### src/rtl/core/assert_macros.svh
// Assertion helpers shared by the RTL. Bodies vanish in synthesis builds.
`ifndef ASSERT_MACROS_SVH
`define ASSERT_MACROS_SVH

`ifndef SYNTHESIS

`define PFF_ASSERT(lbl, clk, rst, prop, msg) \
  lbl: assert property (@(posedge clk) disable iff (rst) (prop)) else $error(msg);

`define PFF_ASSERT_IMP(lbl, clk, rst, ante, cons, msg) \
  lbl: assert property (@(posedge clk) disable iff (rst) (ante) |-> (cons)) else $error(msg);

`else

`define PFF_ASSERT(lbl, clk, rst, prop, msg)

`define PFF_ASSERT_IMP(lbl, clk, rst, ante, cons, msg)

`endif

`endif

### src/rtl/core/pff_pkg.sv
`timescale 1ns / 1ps
`default_nettype none

package pff_pkg;

  localparam int PORTAL_DEPTH_DEF = 32;
  localparam int MAX_OUT          = 32;
  localparam int COORD_W          = 24;
  localparam int LIMIT_W          = 16;
  localparam int ACC_W            = 52;
  localparam int NOUT_W           = 6;
  localparam logic [LIMIT_W-1:0] LIMIT_RESET = 16'd17;

  localparam logic [1:0] KIND_START  = 2'd0;
  localparam logic [1:0] KIND_PORTAL = 2'd1;
  localparam logic [1:0] KIND_END    = 2'd2;
  localparam logic [1:0] KIND_UNUSED = 2'd3;

  typedef struct packed {
    logic signed [COORD_W-1:0] x;
    logic signed [COORD_W-1:0] y;
    logic signed [COORD_W-1:0] z;
  } pt_t;

  typedef struct packed {
    pt_t lp;
    pt_t rp;
  } portal_t;

  typedef struct packed {
    logic [1:0] kind;
    pt_t        lp;
    pt_t        rp;
  } cmd_t;

  typedef enum logic {
    GEO_TRI,
    GEO_SAME
  } geo_op_t;

  typedef struct packed {
    logic                    done;
    logic signed [ACC_W-1:0] value;
    logic                    less;
  } geo_res_t;

  typedef enum logic [3:0] {
    S_IDLE,
    S_BEGIN,
    S_FETCH,
    S_LOAD,
    S_LAUNCH,
    S_WAIT,
    S_EMIT,
    S_CHECK,
    S_END
  } state_t;

  typedef enum logic [2:0] {
    T_R_TRI,
    T_R_SAME,
    T_R_CROSS,
    T_L_TRI,
    T_L_SAME,
    T_L_CROSS
  } test_t;

endpackage

`default_nettype wire

### src/rtl/core/pff_in_if.sv
`timescale 1ns / 1ps
`default_nettype none

interface pff_in_if;
  logic                     valid;
  logic                     ready;
  logic [1:0]               kind;
  logic signed [23:0]       left_x;
  logic signed [23:0]       left_y;
  logic signed [23:0]       left_z;
  logic signed [23:0]       right_x;
  logic signed [23:0]       right_y;
  logic signed [23:0]       right_z;

  modport source (output valid, kind, left_x, left_y, left_z, right_x, right_y, right_z,
                  input ready);
  modport sink   (input valid, kind, left_x, left_y, left_z, right_x, right_y, right_z,
                  output ready);
endinterface

`default_nettype wire

### src/rtl/core/pff_front.sv
`timescale 1ns / 1ps
`default_nettype none
`include "assert_macros.svh"

module pff_front
  import pff_pkg::*;
(
  input  wire logic clk,
  input  wire logic rst,
  pff_in_if.sink    in_ch,
  output cmd_t      q_item,
  output logic      q_valid,
  input  wire logic q_pop
);

  cmd_t       fifo [2];
  logic       wr_ptr;
  logic       rd_ptr;
  logic [1:0] q_cnt;
  logic       push;
  cmd_t       cmd_in;

  assign in_ch.ready = (q_cnt != 2'd2);
  // drop unused kinds at the door
  assign push    = in_ch.valid && in_ch.ready && (in_ch.kind != KIND_UNUSED);
  assign q_valid = (q_cnt != 2'd0);
  assign q_item  = fifo[rd_ptr];

  always_comb begin
    cmd_in.kind = in_ch.kind;
    cmd_in.lp   = '{x: in_ch.left_x, y: in_ch.left_y, z: in_ch.left_z};
    cmd_in.rp   = '{x: in_ch.right_x, y: in_ch.right_y, z: in_ch.right_z};
  end

  always_ff @(posedge clk) begin
    if (push) begin
      fifo[wr_ptr] <= cmd_in;
    end
  end

  always_ff @(posedge clk) begin
    if (rst) begin
      wr_ptr <= 1'b0;
      rd_ptr <= 1'b0;
      q_cnt  <= 2'd0;
    end else begin
      if (push) begin
        wr_ptr <= ~wr_ptr;
      end
      if (q_pop && q_valid) begin
        rd_ptr <= ~rd_ptr;
      end
      q_cnt <= q_cnt + {1'b0, push} - {1'b0, q_pop && q_valid};
    end
  end

  `PFF_ASSERT(a_qcnt_range, clk, rst, q_cnt <= 2'd2, "queue count out of range")
  `PFF_ASSERT_IMP(a_pop_nonempty, clk, rst, q_pop, q_valid, "pop from empty queue")

endmodule

`default_nettype wire

### src/flat_wrapper.sv
// flat-port wrapper written by rule: the top's interface ports become plain ports
module pff_front_flat import pff_pkg::*;
  (clk, rst, q_item, q_valid, q_pop, in_ch_valid, in_ch_kind, in_ch_left_x, in_ch_left_y, in_ch_left_z, in_ch_right_x, in_ch_right_y, in_ch_right_z, in_ch_ready);
  pff_in_if in_ch_i ();
  input  wire logic clk;
  input  wire logic rst;
  output cmd_t q_item;
  output logic q_valid;
  input  wire logic q_pop;
  input wire logic [$bits(in_ch_i.valid)-1:0] in_ch_valid;
  input wire logic [$bits(in_ch_i.kind)-1:0] in_ch_kind;
  input wire logic [$bits(in_ch_i.left_x)-1:0] in_ch_left_x;
  input wire logic [$bits(in_ch_i.left_y)-1:0] in_ch_left_y;
  input wire logic [$bits(in_ch_i.left_z)-1:0] in_ch_left_z;
  input wire logic [$bits(in_ch_i.right_x)-1:0] in_ch_right_x;
  input wire logic [$bits(in_ch_i.right_y)-1:0] in_ch_right_y;
  input wire logic [$bits(in_ch_i.right_z)-1:0] in_ch_right_z;
  output wire logic [$bits(in_ch_i.ready)-1:0] in_ch_ready;
  assign in_ch_i.valid = in_ch_valid;
  assign in_ch_i.kind = in_ch_kind;
  assign in_ch_i.left_x = in_ch_left_x;
  assign in_ch_i.left_y = in_ch_left_y;
  assign in_ch_i.left_z = in_ch_left_z;
  assign in_ch_i.right_x = in_ch_right_x;
  assign in_ch_i.right_y = in_ch_right_y;
  assign in_ch_i.right_z = in_ch_right_z;
  assign in_ch_ready = in_ch_i.ready;
  pff_front u_core (.clk(clk), .rst(rst), .in_ch(in_ch_i), .q_item(q_item), .q_valid(q_valid), .q_pop(q_pop));
endmodule
### config.mk
export PLATFORM = sky130hd
export DESIGN_NAME = pff_front_flat
export DESIGN_NICKNAME = d
export VERILOG_FILES = /design/src/rtl/core/pff_pkg.sv /design/src/rtl/core/pff_in_if.sv /design/src/rtl/core/pff_front.sv /design/src/flat_wrapper.sv
export VERILOG_INCLUDE_DIRS = /design/src /design/src/rtl/core
export SDC_FILE = /design/constraint.sdc
export NUM_CORES = 1
export LEC_CHECK = 0
export BUFFER_PORTS_ARGS = -buffer_cell sky130_fd_sc_hd__buf_2
export CAP_MARGIN = 20
export CORE_ASPECT_RATIO = 1.5
export CORE_MARGIN = 3
export CORE_UTILIZATION = 52
export DETAILED_ROUTE_END_ITERATION = 7
export GPL_TIMING_DRIVEN = 0
export HOLD_SLACK_MARGIN = 0.03
export PLACE_DENSITY = 0.81
export SETUP_SLACK_MARGIN = 0.05
export SYNTH_ARGS = -nofsm -noshare
export SYNTH_HDL_FRONTEND = slang
export SYNTH_SLANG_ARGS = --single-unit
### constraint.sdc
create_clock -name clk -period 11.27 [get_ports clk]
set_input_delay 3.381 -clock clk [delete_from_list [all_inputs] [get_ports clk]]
set_output_delay 3.381 -clock clk [all_outputs]
set_load 0.05 [all_outputs]
==> flow_metrics.tcl, run 1 <==
set metrics [dict create \
    clk_pin_slew_ns 0.06 \
    intPower_mw 2.19 \
    cts_tree "built" \
    gp_congestion 0.767 \
    p_sw_mw 1.23 \
    io_pins 298 \
    cts.sinks 297 \
    yosysUniqueCellTypes 26 \
    fmax_mhz 191 \
    yosysTopAreaCell "edfxtp_1" \
    worstSetupPathType "reg2out" \
    peakVddDrop_mv 0.193 \
    root_buffer "clkbuf_16" \
    postCtsSetupRepairBufs 0 \
    nets 969 \
    grt_pass1_vias 6005 \
    fin_skew_ns 0.0146 \
    end_kind "output port" \
    dr.pass1.iters 4 \
    power_mw 3.43 \
    clockBufferDepth 3 \
    maxCapViolCount 0 \
    fin_crit_ns 5.23 \
    finalWorstSetupSlack_ns 6.04 \
    leakagePower_nw 5.14 \
    setup_violations 0 \
    switching_share_pct 36.0 \
    core_area_um2 20500 \
    ctsResizeCount 0 \
    slew_violations 0 \
    slew-limit-headroom_pct 53.7 \
    hold_buffers 0 \
    insertion_delay_ns 0.52 \
    drt_iter0_markers 278 \
    synthTopCellsByArea "edfxtp_1 (81%), mux2_2 (15%), clkbuf_8 (1.3%)" \
    slowest_stage "dfxtp_1" \
    design_area_um2 13800 \
    cts_buffers 27 \
    synth.net_count 633 \
    tightest_slew_ns 0.692 \
    grt_max_degree 65 \
    initial_core_util_pct 53.1 \
    outcome "finished clean" \
    syn2layout_area_growth_pct 26.5 \
    drive_gt1_share_pct 61.6 \
    crit_required_ns 7.89 \
    synthCells 482 \
    dpl_cell_area_um2 12900 \
    die_h_um 183 \
    pre_cts_ws_ns 5.77 \
    worstPathArrival_ns 1.85 \
    critPathMaxFanout 10 \
    crit_path_max_incr_delay_ns 0.36 \
    power.density_nw_per_um2 249 \
    rsz0062_at_grt "no" \
    grt_use_total_pct 18.0 \
    worstSetupStartpointType "flip-flop" \
    drc 0 \
    grt_pass1_wl_um 31300 \
    cp_cell_sequence "buf_6, clkbuf_8, mux2_2, buf_2" \
    fin_setup_tns_ns 0 \
    synth_warnings 0 \
    synthesis.area_um2 10900 \
    clkPwrFrac_pct 24.7 \
    synth_top_area_share_pct 80.6 \
    synth.avg_cell_area_um2 22.6 \
    layout_commonest_cell "buf_2" \
    via_per_inst 5.07 \
    globalRouteOverflowTotal 0 \
    hold_viol 0 \
    htree_levels 1 \
    ys_seq_elements 297 \
    seqPwrFrac_pct 40.0 \
    drt-total-wl_um 21100 \
    die_area_um2 22700 \
    p_comb_share_pct 35.4 \
    synth_seq_area_share_pct 81.5 \
    final_cell_mix "buf_2 (297), edfxtp_1 (292), mux2_2 (146)" \
    wl_per_cell_um 19.2 \
    rows 64 \
    antenna_found_initial 3 \
    finalCritPeriodShare_pct 46.4 \
    die_x_um 124 \
    via_count 5591 \
    io_buffers 297 \
    dp_hpwl_um 15000 \
    final_antenna_net_count 0 \
    hold_class "reg2reg" \
]
## per-stage QoR
step,cells,util (%),hold slack (ns)
after floorplan,482,-,0.481
after global placement,1043,62.0,0.495
after detailed placement,1053,63.2,0.502
after CTS,1100,67.2,0.523
after global routing,1102,67.2,0.539
final,1102,67.2,0.519
## synth_stat cells
cell type / number
edfxtp_1: 292
mux2_2: 146
clkbuf_8: 10
buf_6: 6
dfxtp_1: 5
inv_1: 2
nor2_1: 2
a21bo_2: 1
a21boi_0: 1
a21boi_2: 1
a21oi_1: 1
a31oi_1: 1
and3_1: 1
ha_1: 1
inv_2: 1
nand3_1: 1
nand4_1: 1
nor2b_4: 1
nor3_2: 1
nor3b_1: 1
o21a_1: 1
o21ai_0: 1
o21ba_1: 1
or2_2: 1
xnor2_1: 1
xor2_1: 1
## registers in the layout (all words and copies together) (netlist names), named ones only
| signal | flops |
|---|---|
| u_core.q_cnt | 2 |
| u_core.fifo | 292 |
| u_core.wr_ptr | 1 |
| u_core.rd_ptr | 1 |
## final cells by class
class	instances	area, um^2
diodes	2	5.00
plain buffers	16	205
clock buffers	32	694
clock inverters	15	124
fillers	1413	6730
inverters	3	11.3
multi-input cells	166	1810
flip-flops and latches	297	8870
well taps	264	330
repair buffers	307	1720
## critical path: cells and delay by family (launching register included)
| family | cells | cell delay [ns] |
|---|---|---|
| buffers and inverters | 3 | 0.62 |
| flip-flops | 1 | 0.36 |
| multiplexers | 1 | 0.35 |
## routing by layer
metal  global-route usage [%]  up-vias  part of all wire, %
met4                     7.72        2                  4.0
met3                     5.34       55                  8.2
met5                        0        -                0.062
met2                     34.3      221                   56
met1                     17.6     2713                   31
li1                         -     2600                    -
## cell families (layout without fill, tap and decap cells)
family	Yosys count	after routing	share of synthesized area, %
XOR/XNOR	2	2	0.161
flip-flops	297	297	81.5
AO/OA/AOI/OAI	8	8	0.575
buffers and inverters	19	373	1.99
AND/OR/NAND/NOR	9	9	0.575
multiplexers	146	146	15.1
adder cells (fa/ha/maj)	1	1	0.115
other	0	2	0
## power groups by stage
stage          combinational [mW]  clock (mW)  sequential [mW]
2_1_floorplan               0.925           0             1.41
3_3_place_gp                 1.17           0             1.42
3_5_place_dp                 1.22           0             1.39
4_1_cts                      1.22       0.870             1.37
5_1_grt                      1.27       0.913             1.38
6_report                     1.21       0.845             1.37
## path summary, 6_finish.rpt
path / start / to / slack (ns) / cells past startpoint
worst max-delay path: flip-flop / q_item[58] / 6.04 / 4
worst min-delay path: u_core.rd_ptr$_SDFFE_PP0P_ / flip-flop / 0.52 / 2
worst max register to register: u_core.q_cnt[0]$_SDFF_PP0_ / u_core.fifo[0][32]$_DFFE_PP_ / 9.00 / 6
worst min register to register: u_core.rd_ptr$_SDFFE_PP0P_ / flip-flop / 0.52 / 2
(Power assumes the default switching activity.)
==> inputs of run 2 (changes only) <==
==> constraint.sdc (replaced) <==
create_clock -name clk -period 4.9 [get_ports clk]
set_input_delay 1.47 -clock clk [delete_from_list [all_inputs] [get_ports clk]]
set_output_delay 1.47 -clock clk [all_outputs]
set_load 0.05 [all_outputs]
==> flow_metrics.tcl, run 2 (synthesized netlist as in run 1, its figures left out) <==
set metrics [dict create \
    r2r_start "u_core.q_cnt[0]$_SDFF_PP0_" \
    grt_pass1_wl_um 32000 \
    hold_viol 0 \
    drive_gt1_share_pct 61.6 \
    end_kind "output port" \
    peakVddDrop_mv 0.423 \
    fin_cells 1102 \
    io_pins 298 \
    r2r_setup_slack_ns 2.99 \
    hold_buffers 0 \
    gp_congestion 0.728 \
    slew_violations 0 \
    worstSetupPathType "reg2out" \
    maxCapViolCount 0 \
    critPathMaxFanout 10 \
    grt_busiest_layer "met2" \
    finalCritPeriodShare_pct 68.1 \
    reg2regPathDepth 4 \
    core_area_um2 20500 \
    largest_reg_flops 292 \
    die_h_um 183 \
    root_buffer "clkbuf_16" \
    final_cell_mix "buf_2 (297), edfxtp_1 (292), mux2_2 (146)" \
    fin_skew_ns 0.0116 \
    grt_use_total_pct 18.6 \
    crit_buf_inv 3 \
    power.density_nw_per_um2 577 \
    crit_path_max_incr_delay_ns 0.36 \
    insertion_delay_ns 0.52 \
    die_area_um2 22700 \
    globalRouteOverflowTotal 0 \
    drt_iter0_markers 274 \
    rows 64 \
    worst_path_dominant_cell_family "buffers and inverters" \
    power_mw 8.01 \
    clk_pin_slew_ns 0.07 \
    grt_max_degree 59 \
    postCtsSetupRepairBufs 0 \
    setup_violations 0 \
    top_register "u_core.fifo" \
    final_util_pct 67.7 \
    cts.sinks 297 \
    cts_buffers 26 \
    final_antenna_net_count 0 \
    ctsResizeCount 0 \
    use_met1_pct 18.4 \
    layout_commonest_cell "buf_2" \
    outcome "finished clean" \
    grt.met2_usage_pct 36.2 \
    hold_start "u_core.rd_ptr$_SDFFE_PP0P_" \
    tightest_slew_ns 0.591 \
    leakagePower_nw 5.18 \
    crit_required_ns 3.43 \
    hold_class "reg2reg" \
    initial_core_util_pct 53.1 \
    slowest_stage "dfxtp_1" \
    largestRegisters "u_core.fifo x292, u_core.q_cnt x2" \
    syn2layout_area_growth_pct 27.5 \
    cp_cell_sequence "buf_6, clkbuf_8, mux2_2, buf_2" \
    worstSetupStartpointType "flip-flop" \
    worstPathArrival_ns 1.87 \
    slew-limit-headroom_pct 60.6 \
    cts_tree "built" \
    wl_per_cell_um 20.0 \
    drc 0 \
    r2r-end "u_core.fifo[1][70]$_DFFE_PP_" \
    htree_levels 1 \
    hold_ws_ns 0.519 \
    rsz0062_at_grt "no" \
    met3_usage_pct 3.86 \
    clockBufferDepth 3 \
    via_per_inst 5.11 \
    fin_crit_ns 3.34 \
    grt_pass1_vias 5965 \
    fin_setup_tns_ns 0 \
    fmax_mhz 300 \
    drt-total-wl_um 22100 \
    antenna_found_initial 4 \
    io_buffers 297 \
    min_path_cells 2 \
    dp_hpwl_um 15700 \
    place_inst 1054 \
    via_count 5635 \
    fillers 1446 \
    nets 969 \
    dr.pass1.iters 4 \
    die_x_um 124 \
]
run 2: changes by cell type in the layout (fill, tap and decap cells not counted), sizes merged:
cell and change:
bufinv +2, buf +1, clkinvlp -1, clkbuf -2, diode +1, clkinv -1
run 2: layout make-up:
class	count	area (um^2)	area share (%)
antenna	3	7.51	0.0541
tap	264	330	2.38
clock buffer	30	687	4.95
clock inverter	15	169	1.22
timing repair buffer	308	1780	12.8
inverter	3	11.3	0.0812
multi-input combinational	166	1820	13.1
sequential	297	8870	63.9
buffer	16	205	1.48
run 2: through the flow:
stage | setup WS, ns | cell area, um^2
after floorplan | -0.688 | 10900
after global placement | -2.72 | 12700
after detailed placement | 1.68 | 13000
after CTS | 1.52 | 13900
after global routing | 1.49 | 13900
final | 1.56 | 13900
run 2: power by group:
group          leakage, nW  internal, mW  total (mW)  switching, mW
logic                 2.01         0.864        2.82           1.95
registers             2.74          3.09        3.15         0.0601
clock network        0.424          1.21        2.04          0.837
run 2: layer usage:
metal | share of wire [%] | up-vias
li1 | - | 2601
met1 | 32 | 2791
met2 | 58 | 195
met3 | 6.9 | 46
met4 | 3.1 | 2
met5 | 0.032 | -
run 2: worst max path at each step:
stage	end	slack [ns]	cells after the start
2_1_floorplan	u_core.fifo[0][0]$_DFFE_PP_	-0.69	2
3_3_place_gp	u_core.fifo[0][55]$_DFFE_PP_	-2.72	3
3_5_place_dp	u_core.fifo[1][16]$_DFFE_PP_	1.68	4
4_1_cts	q_item[69]	1.52	4
5_1_grt	q_item[69]	1.49	4
6_report	q_item[69]	1.56	4
run 2: worst reg2reg max path, stage by stage, from the launching register on:
cell     delay, ns
dfxtp_1       0.41
nor2b_4       0.08
inv_2         0.10
and3_4        0.58
buf_16        0.35
==> inputs of run 3 (changes only) <==
--- a/config.mk
+++ b/config.mk
@@ -10,11 +10,11 @@
 export CAP_MARGIN = 20
 export CORE_ASPECT_RATIO = 1.5
 export CORE_MARGIN = 3
-export CORE_UTILIZATION = 52
+export CORE_UTILIZATION = 47
 export DETAILED_ROUTE_END_ITERATION = 7
 export GPL_TIMING_DRIVEN = 0
 export HOLD_SLACK_MARGIN = 0.03
-export PLACE_DENSITY = 0.81
+export PLACE_DENSITY = 0.78
 export SETUP_SLACK_MARGIN = 0.05
 export SYNTH_ARGS = -nofsm -noshare
 export SYNTH_HDL_FRONTEND = slang
==> constraint.sdc (replaced) <==
create_clock -name clk -period 2.7 [get_ports clk]
set_input_delay 0.81 -clock clk [delete_from_list [all_inputs] [get_ports clk]]
set_output_delay 0.81 -clock clk [all_outputs]
set_load 0.05 [all_outputs]
==> flow_metrics.tcl, run 3 (synthesized netlist as in run 1, its figures left out) <==
set metrics [dict create \
    io_pins 298 \
    hold_class "in2reg" \
    insertion_delay_ns 0.52 \
    hold_ws_ns 0.466 \
    drt-total-wl_um 22500 \
    slew_violations 0 \
    cts_buffers 27 \
    largest_reg_flops 292 \
    power_mw 15.1 \
    drt_iter0_markers 229 \
    worst_path_dominant_cell_family "buffers and inverters" \
    dr.pass1.iters 4 \
    postCtsSetupRepairBufs 0 \
    finalWorstSetupSlack_ns 0.0962 \
    globalRouteOverflowTotal 0 \
    power.density_nw_per_um2 1070 \
    gp_congestion 0.727 \
    dp_hpwl_um 15700 \
    core_area_um2 22600 \
    slowest_stage "dfxtp_2" \
    cts_tree "built" \
    die_h_um 192 \
    rsz0062_at_grt "yes" \
    worstPathArrival_ns 1.79 \
    peakVddDrop_mv 0.723 \
    grt_max_degree 66 \
    die_area_um2 25100 \
    hold_buffers 0 \
    htree_levels 1 \
    grt_pass1_vias 6215 \
    hold_viol 0 \
    clk_pin_slew_ns 0.07 \
    wl_per_cell_um 20.2 \
    finalCritPeriodShare_pct 96.4 \
    initial_core_util_pct 48.3 \
    crit_required_ns 1.89 \
    worstSetupPathType "reg2out" \
    rows 67 \
    tightest_slew_ns 0.867 \
    top_register "u_core.fifo" \
    largestRegisters "u_core.fifo x292, u_core.q_cnt x2" \
    fin_skew_ns 0.0110 \
    grt_use_total_pct 16.9 \
    via_count 5661 \
    grt_pass1_wl_um 32400 \
    root_buffer "clkbuf_16" \
    drive_gt1_share_pct 61.6 \
    slew-limit-headroom_pct 42.0 \
    outcome "finished clean" \
    maxCapViolCount 0 \
    via_per_inst 5.09 \
    io_buffers 297 \
    nets 970 \
    crit_buf_inv 3 \
    pre_cts_ws_ns -0.236 \
    clockBufferDepth 3 \
    crit_path_max_incr_delay_ns 0.36 \
    setup_violations 0 \
    leakagePower_nw 5.28 \
    end_kind "output port" \
    hold_start "in_ch_right_x[3]" \
    layout_commonest_cell "edfxtp_1" \
    antenna_found_initial 4 \
    drc 0 \
    cp_cell_sequence "buf_12, clkbuf_8, mux2_2, buf_4" \
    cts.sinks 297 \
    r2r_start "u_core.q_cnt[1]$_SDFF_PP0_" \
    syn2layout_area_growth_pct 30.5 \
    final_cell_mix "edfxtp_1 (292), buf_2 (207), mux2_2 (146)" \
    fmax_mhz 384 \
    final_antenna_net_count 0 \
    die_x_um 130 \
    worstSetupStartpointType "flip-flop" \
    critPathMaxFanout 10 \
    fin_crit_ns 2.60 \
]
run 3: cell count changes in the layout (fill, tap and decap cells not counted), sizes merged:
| cell | delta |
|---|---|
| buf | -3 |
| bufinv | +3 |
| diode | -1 |
| clkinv | -4 |
| clkbuf | +3 |
| clkinvlp | +1 |
run 3: cell type report:
cell class | instances | area (um^2)
diodes | 2 | 5.00
plain buffers | 16 | 221
clock buffers | 30 | 687
clock inverters | 15 | 245
fillers | 1567 | 8350
inverters | 3 | 11.3
multi-input cells | 166 | 1820
flip-flops and latches | 297 | 8870
well taps | 276 | 345
repair buffers | 308 | 2000
run 3: worst paths after layout:
path                                                endpoint  slack, ns  cells after the start
worst min-delay path            u_core.fifo[0][51]$_DFFE_PP_       0.47                      1
worst min register to register                     flip-flop       0.55                      2
worst max register to register  u_core.fifo[0][21]$_DFFE_PP_       0.41                      6
worst max-delay path                              q_item[33]        0.1                      4
run 3: per-stage QoR:
stage	setup TNS (ns)	util, %	instances	area [um^2]
6_report	0	63.0	1113	14200
4_1_cts	0	62.6	1111	14100
5_1_grt	0	63.0	1113	14200
3_5_place_dp	-6.05	57.8	1066	13000
3_3_place_gp	-716.91	56.5	1055	12700
2_1_floorplan	-327.41	-	482	10900
run 3: timing repair:
item | 4_1_cts | 5_1_grt
setup endpoints to repair | 101 | 111
gates resized for setup | 62 | 61
pin swaps | 0 | 0
run 3: power by group:
group	internal, mW	switching, mW	leakage [nW]
Clock	2.48	1.55	0.449
Sequential	5.61	0.117	2.74
Combinational	1.81	3.56	2.09
run 3: metal layers:
layer | global-route usage, % | vias up | part of all wire [%] | wire [um]
met5 | 0 | - | 0.12 | 28
met4 | 6.08 | 4 | 3.7 | 825
met3 | 4.54 | 59 | 7.2 | 1620
met2 | 33.3 | 218 | 57 | 12800
met1 | 16.3 | 2781 | 32 | 7220
li1 | - | 2599 | - | -
